File: src/rtl/assert_macros.svh
// assertion macros used by the scanner top level
`ifndef ASSERT_MACROS_SVH
`define ASSERT_MACROS_SVH

`ifndef ASSERT_OFF

// property must hold at every clock edge outside reset
`define ASSERT_CLK(lbl, clk, rst_n, prop, msg) \
  lbl: assert property (@(posedge clk) disable iff (!rst_n) prop) else $error(msg);

// condition must never be true at a clock edge outside reset
`define ASSERT_NEVER(lbl, clk, rst_n, cond, msg) \
  lbl: assert property (@(posedge clk) disable iff (!rst_n) !(cond)) else $error(msg);

`else

`define ASSERT_CLK(lbl, clk, rst_n, prop, msg)
`define ASSERT_NEVER(lbl, clk, rst_n, cond, msg)

`endif

`endif

File: src/rtl/pcs_pkg.sv
// types and constants of the png animation chunk scanner
package pcs_pkg;

  // verdict causes
  typedef enum logic [1:0] {
    CAUSE_ACTL        = 2'd0,
    CAUSE_BAD_SIG     = 2'd1,
    CAUSE_IMAGE_FIRST = 2'd2,
    CAUSE_EOF         = 2'd3
  } pcs_cause_t;

  // chunk type codes, big-endian ascii
  localparam logic [31:0] TYPE_ACTL = 32'h6163_544C;
  localparam logic [31:0] TYPE_IDAT = 32'h4944_4154;
  localparam logic [31:0] TYPE_IEND = 32'h4945_4E44;

  // crc bytes that follow every chunk's data
  localparam logic [32:0] CRC_BYTES = 33'd4;

  localparam logic [2:0] LAST_IDX = 3'd7;

  typedef struct packed {
    logic [7:0] data_byte;
    logic       first_byte;
    logic       end_of_file;
  } pcs_item_t;

  typedef struct packed {
    logic       valid;
    logic       has_animation;
    pcs_cause_t cause;
  } pcs_verdict_t;

  // expected png signature byte at a given position
  function automatic logic [7:0] sig_byte(input logic [2:0] idx);
    logic [7:0] val;
    unique case (idx)
      3'd0: val = 8'd137;
      3'd1: val = 8'd80;
      3'd2: val = 8'd78;
      3'd3: val = 8'd71;
      3'd4: val = 8'd13;
      3'd5: val = 8'd10;
      3'd6: val = 8'd26;
      3'd7: val = 8'd10;
      default: val = 8'd0;
    endcase
    return val;
  endfunction

endpackage

File: src/rtl/pcs_scan.sv
// scan state machine: signature check, chunk header parse, data skip
module pcs_scan (
  input  logic                  clk,
  input  logic                  rst_n,
  input  logic                  step_en,
  input  pcs_pkg::pcs_item_t    item,
  output pcs_pkg::pcs_verdict_t verdict
);

  typedef enum logic [1:0] {PH_SIG, PH_HDR, PH_SKIP, PH_DONE} phase_t;

  phase_t      phase_r, phase_nxt;
  logic [2:0]  idx_r, idx_nxt;
  logic        bad_r, bad_nxt;
  logic [31:0] len_r, len_nxt;
  logic [31:0] type_r, type_nxt;
  logic [32:0] skip_r, skip_nxt;

  always_comb begin
    phase_t      ph;
    logic [2:0]  idx;
    logic        bad;
    logic [31:0] len;
    logic [31:0] typ;
    logic [32:0] skip;
    logic [32:0] skip_dec;

    // a first byte restarts the scan from the reset state
    ph   = item.first_byte ? PH_SIG : phase_r;
    idx  = item.first_byte ? 3'd0   : idx_r;
    bad  = item.first_byte ? 1'b0   : bad_r;
    len  = item.first_byte ? 32'd0  : len_r;
    typ  = item.first_byte ? 32'd0  : type_r;
    skip = item.first_byte ? 33'd0  : skip_r;

    phase_nxt = ph;
    idx_nxt   = idx;
    bad_nxt   = bad;
    len_nxt   = len;
    type_nxt  = typ;
    skip_nxt  = skip;
    skip_dec  = skip;

    verdict.valid         = 1'b0;
    verdict.has_animation = 1'b0;
    verdict.cause         = pcs_pkg::CAUSE_EOF;

    unique case (ph)
      PH_SIG: begin
        bad_nxt = bad | (item.data_byte != pcs_pkg::sig_byte(idx));
        if (idx == pcs_pkg::LAST_IDX) begin
          idx_nxt = 3'd0;
          if (bad_nxt) begin
            verdict.valid = 1'b1;
            verdict.cause = pcs_pkg::CAUSE_BAD_SIG;
          end else begin
            phase_nxt = PH_HDR;
          end
        end else begin
          idx_nxt = idx + 3'd1;
        end
      end
      PH_HDR: begin
        if (!idx[2]) begin
          len_nxt = {len[23:0], item.data_byte};
        end else begin
          type_nxt = {typ[23:0], item.data_byte};
        end
        if (idx == pcs_pkg::LAST_IDX) begin
          idx_nxt = 3'd0;
          if (type_nxt == pcs_pkg::TYPE_ACTL) begin
            verdict.valid = 1'b1;
            verdict.cause = pcs_pkg::CAUSE_ACTL;
          end else if (type_nxt == pcs_pkg::TYPE_IDAT || type_nxt == pcs_pkg::TYPE_IEND) begin
            verdict.valid = 1'b1;
            verdict.cause = pcs_pkg::CAUSE_IMAGE_FIRST;
          end else begin
            skip_nxt  = {1'b0, len_nxt} + pcs_pkg::CRC_BYTES;
            phase_nxt = PH_SKIP;
          end
        end else begin
          idx_nxt = idx + 3'd1;
        end
      end
      PH_SKIP: begin
        if (skip != 33'd0) begin
          skip_dec = skip - 33'd1;
        end
        skip_nxt = skip_dec;
        if (skip_dec == 33'd0) begin
          phase_nxt = PH_HDR;
          idx_nxt   = 3'd0;
        end
      end
      PH_DONE: begin
        // bytes after the verdict are dropped
      end
      default: begin
        phase_nxt = PH_DONE;
      end
    endcase

    if (ph != PH_DONE && !verdict.valid && item.end_of_file) begin
      verdict.valid = 1'b1;
      verdict.cause = pcs_pkg::CAUSE_EOF;
    end
    if (verdict.valid) begin
      phase_nxt = PH_DONE;
    end
    verdict.has_animation = verdict.valid && (verdict.cause == pcs_pkg::CAUSE_ACTL);
  end

  always_ff @(posedge clk) begin
    if (!rst_n) begin
      phase_r <= PH_SIG;
      idx_r   <= 3'd0;
      bad_r   <= 1'b0;
      len_r   <= 32'd0;
      type_r  <= 32'd0;
      skip_r  <= 33'd0;
    end else if (step_en) begin
      phase_r <= phase_nxt;
      idx_r   <= idx_nxt;
      bad_r   <= bad_nxt;
      len_r   <= len_nxt;
      type_r  <= type_nxt;
      skip_r  <= skip_nxt;
    end
  end

endmodule

File: src/rtl/png_animation_chunk_scanner.sv
// png animation chunk scanner top level: input register, scan logic, result register
//
// Takes a file one byte per item and gives one verdict per file: whether an
// animation control chunk (acTL) appears before the first IDAT or IEND chunk.
// first_byte restarts the scan; end_of_file on a byte that gives no other
// verdict yields cause 3 (file ended). cause: 0 acTL found, 1 bad signature,
// 2 image or end chunk reached first, 3 file ended; has_animation is 1 only
// with cause 0. Bytes after the verdict are dropped without a result until
// the next first_byte. The block takes one byte per cycle back to back
// while no result waits unread; an item passes an input register, then
// one pass of the scan logic into the result register, where its verdict
// is registered. Both registers advance together whenever the result
// register is empty or being taken; while a result waits unread the input
// register still takes one more item, then in_ready drops.
`include "assert_macros.svh"

module png_animation_chunk_scanner (
  input  logic       clk,
  input  logic       rst_n,
  input  logic       in_valid,
  output logic       in_ready,
  input  logic [7:0] in_data_byte,
  input  logic       in_first_byte,
  input  logic       in_end_of_file,
  output logic       out_valid,
  input  logic       out_ready,
  output logic       out_has_animation,
  output logic [1:0] out_cause
);

  // input register
  logic               s1_valid_r, s1_valid_nxt;
  pcs_pkg::pcs_item_t s1_item_r;

  // result register
  logic                 out_valid_r, out_valid_nxt;
  logic                 has_anim_r;
  pcs_pkg::pcs_cause_t  cause_r;

  pcs_pkg::pcs_verdict_t verdict;
  logic                  advance;
  logic                  in_fire;
  logic                  s1_step;

  // terms for the checks at the end
  logic hold_s1;
  logic one_byte;
  logic anim_ok;
  logic eof_out;

  // the pipe moves when the result slot is free or being emptied
  assign advance  = !out_valid_r || out_ready;
  assign in_ready = !s1_valid_r || advance;
  assign in_fire  = in_valid && in_ready;
  assign s1_step  = advance && s1_valid_r;

  pcs_scan u_scan (
    .clk     (clk),
    .rst_n   (rst_n),
    .step_en (s1_step),
    .item    (s1_item_r),
    .verdict (verdict)
  );

  always_comb begin
    s1_valid_nxt = s1_valid_r;
    if (in_fire) begin
      s1_valid_nxt = 1'b1;
    end else if (advance) begin
      s1_valid_nxt = 1'b0;
    end

    out_valid_nxt = out_valid_r && !out_ready;
    if (advance) begin
      // only items that reach a verdict load a result
      out_valid_nxt = s1_valid_r && verdict.valid;
    end
  end

  always_ff @(posedge clk) begin
    if (!rst_n) begin
      s1_valid_r  <= 1'b0;
      out_valid_r <= 1'b0;
    end else begin
      s1_valid_r  <= s1_valid_nxt;
      out_valid_r <= out_valid_nxt;
    end
  end

  // payload registers, no reset
  always_ff @(posedge clk) begin
    if (in_fire) begin
      s1_item_r.data_byte   <= in_data_byte;
      s1_item_r.first_byte  <= in_first_byte;
      s1_item_r.end_of_file <= in_end_of_file;
    end
    if (s1_step && verdict.valid) begin
      has_anim_r <= verdict.has_animation;
      cause_r    <= verdict.cause;
    end
  end

  assign out_valid         = out_valid_r;
  assign out_has_animation = has_anim_r;
  assign out_cause         = cause_r;

  assign hold_s1  = !advance && s1_valid_r;
  assign one_byte = s1_step && s1_item_r.first_byte && s1_item_r.end_of_file;
  assign anim_ok  = has_anim_r == (cause_r == pcs_pkg::CAUSE_ACTL);
  assign eof_out  = out_valid_r && (cause_r == pcs_pkg::CAUSE_EOF);

  // a blocked result holds the staged item in place
  `ASSERT_CLK(a_stage_hold, clk, rst_n, hold_s1 |=> s1_valid_r && $stable(s1_item_r), "stage not held")

  // has_animation goes with the acTL cause and nothing else
  `ASSERT_NEVER(a_anim_cause, clk, rst_n, out_valid_r && !anim_ok, "anim flag vs cause")

  // a one-byte file always ends with the file-ended cause
  `ASSERT_CLK(a_one_byte_file, clk, rst_n, one_byte |=> eof_out, "one-byte file verdict")

endmodule

File: config.mk
export PLATFORM = sky130hd
export DESIGN_NAME = png_animation_chunk_scanner
export DESIGN_NICKNAME = d
export VERILOG_FILES = /design/src/rtl/pcs_pkg.sv /design/src/rtl/pcs_scan.sv /design/src/rtl/png_animation_chunk_scanner.sv
export VERILOG_INCLUDE_DIRS = /design/src /design/src/rtl
export SDC_FILE = /design/constraint.sdc
export NUM_CORES = 1
export LEC_CHECK = 0
export BUFFER_PORTS_ARGS = -buffer_cell sky130_fd_sc_hd__buf_4
export CAP_MARGIN = 20
export CELL_PAD_IN_SITES_DETAIL_PLACEMENT = 0
export CELL_PAD_IN_SITES_GLOBAL_PLACEMENT = 1
export CORE_ASPECT_RATIO = 1.25
export CORE_MARGIN = 1
export CORE_UTILIZATION = 52
export CTS_CLUSTER_SIZE = 20
export DETAILED_ROUTE_END_ITERATION = 6
export HOLD_SLACK_MARGIN = 0.03
export PLACE_DENSITY = 0.92
export SLEW_MARGIN = 20
export SYNTH_ARGS = -nofsm -noshare
export SYNTH_HDL_FRONTEND = slang
export SYNTH_SLANG_ARGS = --single-unit
File: constraint.sdc
create_clock -name clk -period 8.1 [get_ports clk]
set_input_delay 1.215 -clock clk [delete_from_list [all_inputs] [get_ports clk]]
set_output_delay 1.215 -clock clk [all_outputs]
set_load 0.01 [all_outputs]
==> metrics.txt, run 1 <==
status finished, final reports clean; launching point of the worst reg2reg path s1_item_r[1]; Max Root-Sink Buffers 2; Final Slew Violations 0; synth warn 0; Hold Path Class register to register; cts repair resizes 0; port bufs 18; syn avg cell area a little under 8 um2; RSZ-0062 raised after global routing false; CTS clk-pin slew, worst paths around 0.07 ns; TritonCTS buffer count 17; worst-path cell chain buf_4 > nor2_1 > o21ai_2 > nand4_1 > or4b_2 > or4_1 > o41ai_1 > a31oi_1; first-pass GRT wire length 39900 um; number of flops mapped to enable cells by yosys 13; routability cong. approximately 0.97; die width between 100 and 150 um; final worst slack between 3 and 4 ns; TritonCTS clock tree built; post-synth top area share 0.261; DR vias/cell between 6 and 7; syn_nets between 1000 and 1500; Crit-path slowest cell edfxtp_1; r2r setup slk about 3.8 ns; synth top area cells dfxtp_1 26%, a22oi_1 6.2%, nor2b_1 6.0%; met1 wire length between 10000 and 15000 um; H-tree levels 4; max_slew headroom 0.331; share of cells above drive strength 1 0.0994; period utilization 0.529; Setup-failing EPs final 0; depth of the most critical reg-to-reg path 8; Setup Fix Bufs, Post-CTS 0; most instantiated cells after synthesis 119 x nand2_1, 105 x dfxtp_1, 83 x nor2_1; worst hold slack about 0.52 ns; dpl hpwl roughly 17000 um; critical path class register to register; # IOs 19; Max Freq about 230 MHz; area of the core 15100 um2; DRT antenna net count 0; Die Ht about 140 um; library cells used by synthesis 80; Synth area leader dfxtp_1; Final Net Count 1028; Slew @ Worst Pin ~1.0 ns; number of diodes 0; critical path launch point type register; number of synthesized register bits about 120; Place WS slightly below 4 ns; multi-input logic area roughly 5200 um2; # fillers 1393; FF-to-FF End u_scan.idx_r[0]; Cells after Synth 1027; Worst setup EP type register; die area ~16000 um2; FP Rows 50; routed via count 8023; asr flop ratio synth 0; register area share after synthesis 0.309; final global-route overflow total 0; MaxCap Viol Count 0; Setup Skew slightly above 0.01 ns; WP data arrival 4.58 ns; final cell count without fillers roughly 1200; placed insts 1192; WL/cell roughly 20 um; DR top layer met4; crit path time final roughly 4.3 ns; Clk Latency, worst-skew pair 0.43 ns; count leader, synth nand2_1; Hold Crit Start u_scan.type_r[26]; Setup TNS Final 0 ns; DR WL met3 approximately 1700 um; Largest stage delay, worst path around 0.84 ns; largest net degree at the start of global routing between 100 and 150; routed wire length about 25000 um; GRT Total Usage 0.319; vias in the first global route between 7000 and 8000; Primary FF master, synth dfxtp_1; Req. time, crit path approximately 8.4 ns; Hold Path End u_scan.type_r[26]; Residual DRC 0; Detailed Routing Iterations Pass 1 5; mapped cell area around 8100 um2; Clock Root Buffer clkbuf_16; Leak about 0.0029 uW; metal2 WL roughly 12000 um; Core Util, Final 0.582; Reg area between 2000 and 2500 um2; peak supply drop between 0.0001 and 0.00015 V; Initial Utilization 0.535; Layout area overhead 8.75%; crit-path max FO between 60 and 70; Initial DRC Count 883; Final Hold Fails 0; power per cell area approximately 180 nW/um2; clk sinks between 100 and 150; Cells on Worst Hold Path 2; Post-CTS Hold Buffers 0; initial antenna violation count 0
==> through the flow <==
| stage | power (uW) | instance area [um2] |
|---|---|---|
| after detailed placement | 867 | 8200 |
| after floorplan | 801 | 8070 |
| final | 1610 | 8770 |
| after CTS | 1600 | 8770 |
| after global routing | 1650 | 8770 |
| after global placement | 868 | 8200 |
==> cells in the final DEF (no fill, tap or decap), types with 8 or more instances in the layout <==
master       n
xor2_1      19
a211oi_1     9
ha_1        11
a21oi_1     46
nor2b_1     78
edfxtp_1    13
nor3_1      22
nand4_1     10
a21boi_0    10
xnor2_1     19
buf_4       29
nand3_1     40
nor2_1      82
clkbuf_16   17
nand2_1    119
dfxtp_1    104
and3_1      12
o21ai_0     62
nor4_1      13
a31oi_1     17
mux2i_1     32
a22oi_1     67
inv_1       14
nand3b_1     8
==> registers in the layout, summed over array words and instances (netlist names) <==
name               count
u_scan.idx_r           3
out_valid              1
s1_valid_r             1
out_has_animation      1
s1_item_r             10
u_scan.skip_r         33
out_cause              2
u_scan.bad_r           1
u_scan.phase_r         2
u_scan.type_r         32
u_scan.len_r          32
==> worst max-delay path by stage <==
stage                         start                 to  slack [ns]  depth (start not counted)
floorplan              s1_item_r[1]  u_scan.skip_r[20]        4.39                         16
global placement       s1_item_r[1]    u_scan.len_r[6]        3.93                         10
detailed placement     s1_item_r[1]    u_scan.idx_r[0]        3.95                          8
CTS                    s1_item_r[1]    u_scan.idx_r[2]        3.93                          8
global route        u_scan.idx_r[2]  u_scan.skip_r[25]        3.68                         10
finish                 s1_item_r[1]    u_scan.idx_r[0]        3.82                          8
==> power breakdown <==
| group | leakage [uW] | internal [uW] | total [uW] | switching (uW) |
|---|---|---|---|---|
| Combinational | 0.00167 | 85.6 | 245 | 159 |
| Clock | 0.000281 | 409 | 746 | 337 |
| Sequential | 0.000969 | 601 | 618 | 17.2 |
==> final cells by class <==
class,count,share of cell area
multi-input combinational,823,0.590
tap,208,0.0297
sequential,118,0.284
inverter,14,0.00599
clock buffer,17,0.0485
timing repair buffer,29,0.0248
clock inverter,15,0.0168
==> per-layer routing <==
| metal | track usage | vias to the layer above |
|---|---|---|
| li1 | - | 3748 |
| met3 | 0.0560 | 77 |
| met2 | 0.510 | 350 |
| met1 | 0.409 | 3848 |
| met4 | 0.178 | 0 |
| met5 | 0 | - |
==> logic make-up (layout without fill, tap and decap cells) <==
| family | Yosys count | after routing | share of synthesized area |
|---|---|---|---|
| compound gates | 281 | 281 | 0.234 |
| xor+xnor | 38 | 38 | 0.0412 |
| fa+ha+maj | 11 | 11 | 0.0171 |
| buf+inv | 86 | 75 | 0.0510 |
| flops | 118 | 118 | 0.309 |
| simple gates | 455 | 455 | 0.299 |
| mux | 38 | 38 | 0.0481 |
==> critical path, delay by kind of cell (launching register included) <==
family / cells / cell delay [ns]
and+or+nand+nor: 4 / 1.42
AOI/OAI and AO/OA: 3 / 1.15
DFF: 1 / 0.84
buffers and inverters: 1 / 0.68
(Power assumes the default switching activity.)
==> inputs of run 2 (changes only) <==
- CORE_UTILIZATION: 52 -> 48
- PLACE_DENSITY: 0.92 -> 0.86
- clock period: 8.1 -> 4 ns (I/O delays scaled with it)
==> metrics.txt, run 2 (synthesis gave the netlist of run 1 again) <==
Layout area overhead 13.8%; cts repair resizes 0; Setup Fix Bufs, Post-CTS 0; worst hold slack between 0.3 and 0.4 ns; period utilization 0.973; Initial Utilization 0.494; die area roughly 17000 um2; met1 wire length 11200 um; commonest non-fill, non-tap cell in the layout nand2_1; Final Hold Fails 0; Max Freq 257 MHz; Setup-failing EPs final 0; Final Slew Violations 0; Place WS about 0.054 ns; Final Net Count roughly 1100; Hold Path Class input pin to register; Worst setup EP type register; final worst slack about 0.11 ns; FP Rows between 50 and 60; Clk Latency, worst-skew pair between 0.4 and 0.5 ns; Biggest register u_scan.skip_r; WP data arrival 4.20 ns; crit-path max FO 4; clk sinks 118; DR vias/cell 6.30; DRT antenna net count 0; critical path class register to register; TritonCTS clock tree built; share of cells above drive strength 1 0.138; FF-to-FF End u_scan.idx_r[0]; routed wire length about 27000 um; WL/cell about 21 um; number of diodes 0; Leak 0.00317 uW; peak supply drop approximately 0.00034 V; Max Root-Sink Buffers 2; Detailed Routing Iterations Pass 1 5; routability cong. ~0.96; worst-path cell chain nor4_2 > nand4_1 > or4_4 > a211oi_4 > o32ai_1 > or3_1 > or4_1 > o41ai_1 > buf_4 > a31oi_1; Cells on Worst Hold Path 1; RSZ-0062 raised after global routing false; launching point of the worst reg2reg path u_scan.skip_r[0]; # fillers about 1600; Largest stage delay, worst path just under 0.6 ns; Req. time, crit path 4.30 ns; dpl hpwl just under 20000 um; CTS clk-pin slew, worst paths 0.07 ns; Clock Root Buffer clkbuf_16; metal2 WL approximately 13000 um; TritonCTS buffer count 17; H-tree levels 4; power per cell area around 370 nW/um2; status finished, final reports clean; die width 118 um; Die Ht 147 um; DR top layer met4; Residual DRC 0; final global-route overflow total 0; Overall Power 3380 uW; GRT Total Usage 0.311; launch point of the critical path u_scan.skip_r[0]; fin area roughly 9200 um2; largest net degree at the start of global routing between 70 and 80; max_slew headroom 0.343; Slew @ Worst Pin around 0.98 ns; DR WL met3 around 1700 um; Post-CTS Hold Buffers 0; critical path launch point type register; Hold Crit Start in_data_byte[6]; crit path time final a little under 4 ns; Initial DRC Count about 740; Setup Skew between 0.008 and 0.009 ns; Crit-path slowest cell o41ai_1; routed via count roughly 8100; top flop regs u_scan.skip_r x33, u_scan.len_r x32, u_scan.type_r x32; placed cell area approximately 8600 um2; most frequent cells in the layout 119 x nand2_1, 104 x dfxtp_1, 82 x nor2_1; area of the core ~16000 um2; vias in the first global route ~7600; first-pass GRT wire length roughly 42000 um; Hold Path End s1_item_r[8]; initial antenna violation count 0; port bufs 18; depth of the most critical reg-to-reg path 10; r2r setup slk 0.11 ns; Setup TNS Final 0 ns; max reg flops 33; MaxCap Viol Count 0; # IOs 19
## run 2: changes by cell type in the layout (fill, tap and decap cells not counted), sizes merged
cell    previous run  this run
buf               29        74
bufinv             0         1
inv               25        24
## run 2: cell type report
type | instances | area [um2] | share of cell area
Multi-Input combinational cell | 823 | 5180 | 0.564
Timing Repair Buffer | 74 | 581 | 0.0632
Clock buffer | 17 | 425 | 0.0463
Tap cell | 216 | 270 | 0.0294
Clock inverter | 15 | 181 | 0.0198
Sequential cell | 118 | 2490 | 0.272
Inverter | 14 | 52.6 | 0.00572
## run 2: per-layer routing
layer / global-route usage / vias to the layer above
li1: - / 3829
met1: 0.394 / 3839
met2: 0.514 / 313
met3: 0.0505 / 70
met4: 0.154 / 0
met5: 0 / -
## run 2: worst max-delay path by stage
stage | to | cells past startpoint | slack (ns)
2_1_floorplan | u_scan.skip_r[20] | 16 | 0.29
3_3_place_gp | u_scan.idx_r[0] | 10 | 0.06
3_5_place_dp | u_scan.idx_r[0] | 10 | 0.05
4_1_cts | u_scan.idx_r[0] | 10 | 0.04
5_1_grt | u_scan.idx_r[0] | 10 | 0.03
6_report | u_scan.idx_r[0] | 10 | 0.11
## run 2: critical path: cells and delay by family, from the launching register on
| kind | cells | cell delay [ns] |
|---|---|---|
| flops | 1 | 0.32 |
| simple gates | 5 | 2.16 |
| compound gates | 4 | 1.07 |
| buf+inv | 1 | 0.21 |
## run 2: stage by stage
stage	utilization	cells
4_1_cts	0.562	1277
5_1_grt	0.562	1277
6_report	0.562	1277
3_3_place_gp	0.525	1245
3_5_place_dp	0.525	1245
2_1_floorplan	-	1027
## run 2: where the power goes
group	switching [uW]	total (uW)	leakage (uW)	internal, uW
registers	24.6	1240	0.000969	1220
logic	347	560	0.00191	213
clock network	680	1580	0.000296	898
==> inputs of run 3 (changes only) <==
- clock period: 4 -> 3.65 ns (I/O delays scaled with it)
==> metrics.txt, run 3 (synthesis gave the netlist of run 1 again) <==
launching point of the worst reg2reg path u_scan.skip_r[18]; Leak around 0.0034 uW; Clk pwr share 0.454; status finished, final reports clean; Hold Path Class input pin to register; r2r setup slk around 0.090 ns; worst hold slack around 0.29 ns; CP Depth 9; die width roughly 120 um; MaxCap Viol Count 0; DRT antenna net count 0; vias in the first global route ~8000; routed wire length 26800 um; TritonCTS clock tree built; DR vias/cell between 6 and 7; max reg flops 33; Final Slew Violations 0; Req. time, crit path ~4.0 ns; Layout area overhead 18.1%; Place WS -0.271 ns; clk sinks 118; Final Hold Fails 0; top flop regs u_scan.skip_r x33, u_scan.len_r x32, u_scan.type_r x32; FP Rows 52; Initial Utilization 0.494; TritonCTS buffer count 17; final worst slack ~0.090 ns; WL/cell 20.4 um; first-pass GRT wire length approximately 43000 um; Net Sw Power roughly 1100 uW; GRT met1 Usage 0.381; Hold Path End s1_item_r[1]; Cells on Worst Hold Path 1; Reg area between 2000 and 2500 um2; Initial DRC Count a little under 900; Residual DRC 0; area of the core between 15000 and 20000 um2; Biggest register u_scan.skip_r; met2 usage 0.526; Die Ht about 150 um; RSZ-0062 raised after global routing false; final global-route overflow total 0; Largest stage delay, worst path 0.59 ns; peak supply drop 0.000352 V; dpl hpwl slightly below 20000 um; Most Frequent Cell on Critical Path or4_4; final cell count without fillers roughly 1300; Clk Latency, worst-skew pair 0.43 ns; Reg power frac 0.362; port bufs 18; WP data arrival between 3 and 4 ns; Core Util, Final 0.584; Max Freq 281 MHz; H-tree levels 4; crit path time final about 3.6 ns; FF-to-FF End u_scan.idx_r[0]; met3 Use GR 0.0536; crit-path max FO 4; critical path launch point type register; buffers plus inverters on the worst setup path 1; period utilization 0.975; Overall Power approximately 3800 uW; Int Pwr 2650 uW; commonest non-fill, non-tap cell in the layout nand2_1; critical path class register to register; # IOs 19; number of diodes 0; routed via count about 8300; routability cong. approximately 0.95; Setup-failing EPs final 0; depth of the most critical reg-to-reg path 9; Detailed Routing Iterations Pass 1 5; grt peak-use layer met2; initial antenna violation count 0; Final Net Count 1111; worst-path cell chain or4_4 > or4_4 > a211oi_4 > o32ai_1 > or3_1 > or4_4 > o41ai_2 > buf_4 > a31oi_1; largest net degree at the start of global routing 53; combinational group share of total power 0.184; # fillers around 1500; Sw Ratio 0.294; placed insts approximately 1300; Hold Crit Start in_first_byte; Worst setup EP type register; GRT Total Usage 0.315; die area about 17000 um2; max_slew headroom 0.493; Post-CTS Hold Buffers 0; Crit-path slowest cell or4_4; Clock Root Buffer clkbuf_16; Max Root-Sink Buffers 2; most frequent cells in the layout 119 x nand2_1, 111 x buf_4, 103 x dfxtp_1; power per cell area roughly 390 nW/um2; multi-input logic area ~5300 um2; CTS clk-pin slew, worst paths 0.06 ns; Slew @ Worst Pin around 0.75 ns; share of cells above drive strength 1 0.178; CP top delay family simple AND/OR/NAND/NOR gates; Setup Skew about 0.009 ns
run 3: cell types whose count changed in the layout (fill, tap and decap cells not counted), sizes merged:
cell and delta:
buf +38, inv -4, clkinv +2, bufinv +1, clkbuf +1
run 3: power groups by stage:
stage	logic [uW]	registers (uW)	clock network [uW]
6_report	691	1360	1700
5_1_grt	739	1360	1780
3_3_place_gp	648	1380	0
4_1_cts	653	1360	1730
2_1_floorplan	403	1380	0
3_5_place_dp	644	1380	0
run 3: metrics by stage:
step,area (um2),setup TNS (ns)
2_1_floorplan,8070,0
3_3_place_gp,8830,-0.348
3_5_place_dp,8830,-0.624
4_1_cts,9450,0
5_1_grt,9530,0
6_report,9530,0
run 3: cell type report:
| cell class | instances | share of cell area |
|---|---|---|
| Multi-Input combinational cell | 823 | 0.552 |
| Sequential cell | 118 | 0.262 |
| Timing Repair Buffer | 112 | 0.0895 |
| Inverter | 14 | 0.00551 |
| Clock buffer | 18 | 0.0450 |
| Tap cell | 216 | 0.0284 |
| Clock inverter | 14 | 0.0173 |
run 3: how the worst max path moves through the flow:
stage | startpoint | to
after floorplan | u_scan.skip_r[18] | u_scan.idx_r[2]
after global placement | u_scan.skip_r[6] | u_scan.idx_r[0]
after detailed placement | u_scan.skip_r[6] | u_scan.idx_r[0]
after CTS | u_scan.skip_r[6] | u_scan.idx_r[2]
after global routing | s1_item_r[1] | u_scan.skip_r[18]
final | u_scan.skip_r[18] | u_scan.idx_r[0]
run 3: timing repair:
action | in CTS | in global routing
pin swaps | 0 | 6
setup endpoints to repair | 5 | 5
gates resized for setup | 5 | 15
buffers inserted | 0 | 2
run 3: worst register-to-register path, cell delays in order (launching register included):
cell      delay, ns
dfxtp_1        0.32
or4_4          0.59
or4_4          0.56
a211oi_4       0.19
o32ai_1        0.10
or3_1          0.30
or4_4          0.55
o41ai_2        0.56
buf_4          0.20
a31oi_1        0.07
run 3: metal layers:
metal	wire (um)	share of wire	vias to the layer above
li1	-	-	3907
met1	10900	0.41	3897
met2	12800	0.48	364
met3	1740	0.065	94
met4	1310	0.049	0
met5	0	0	-
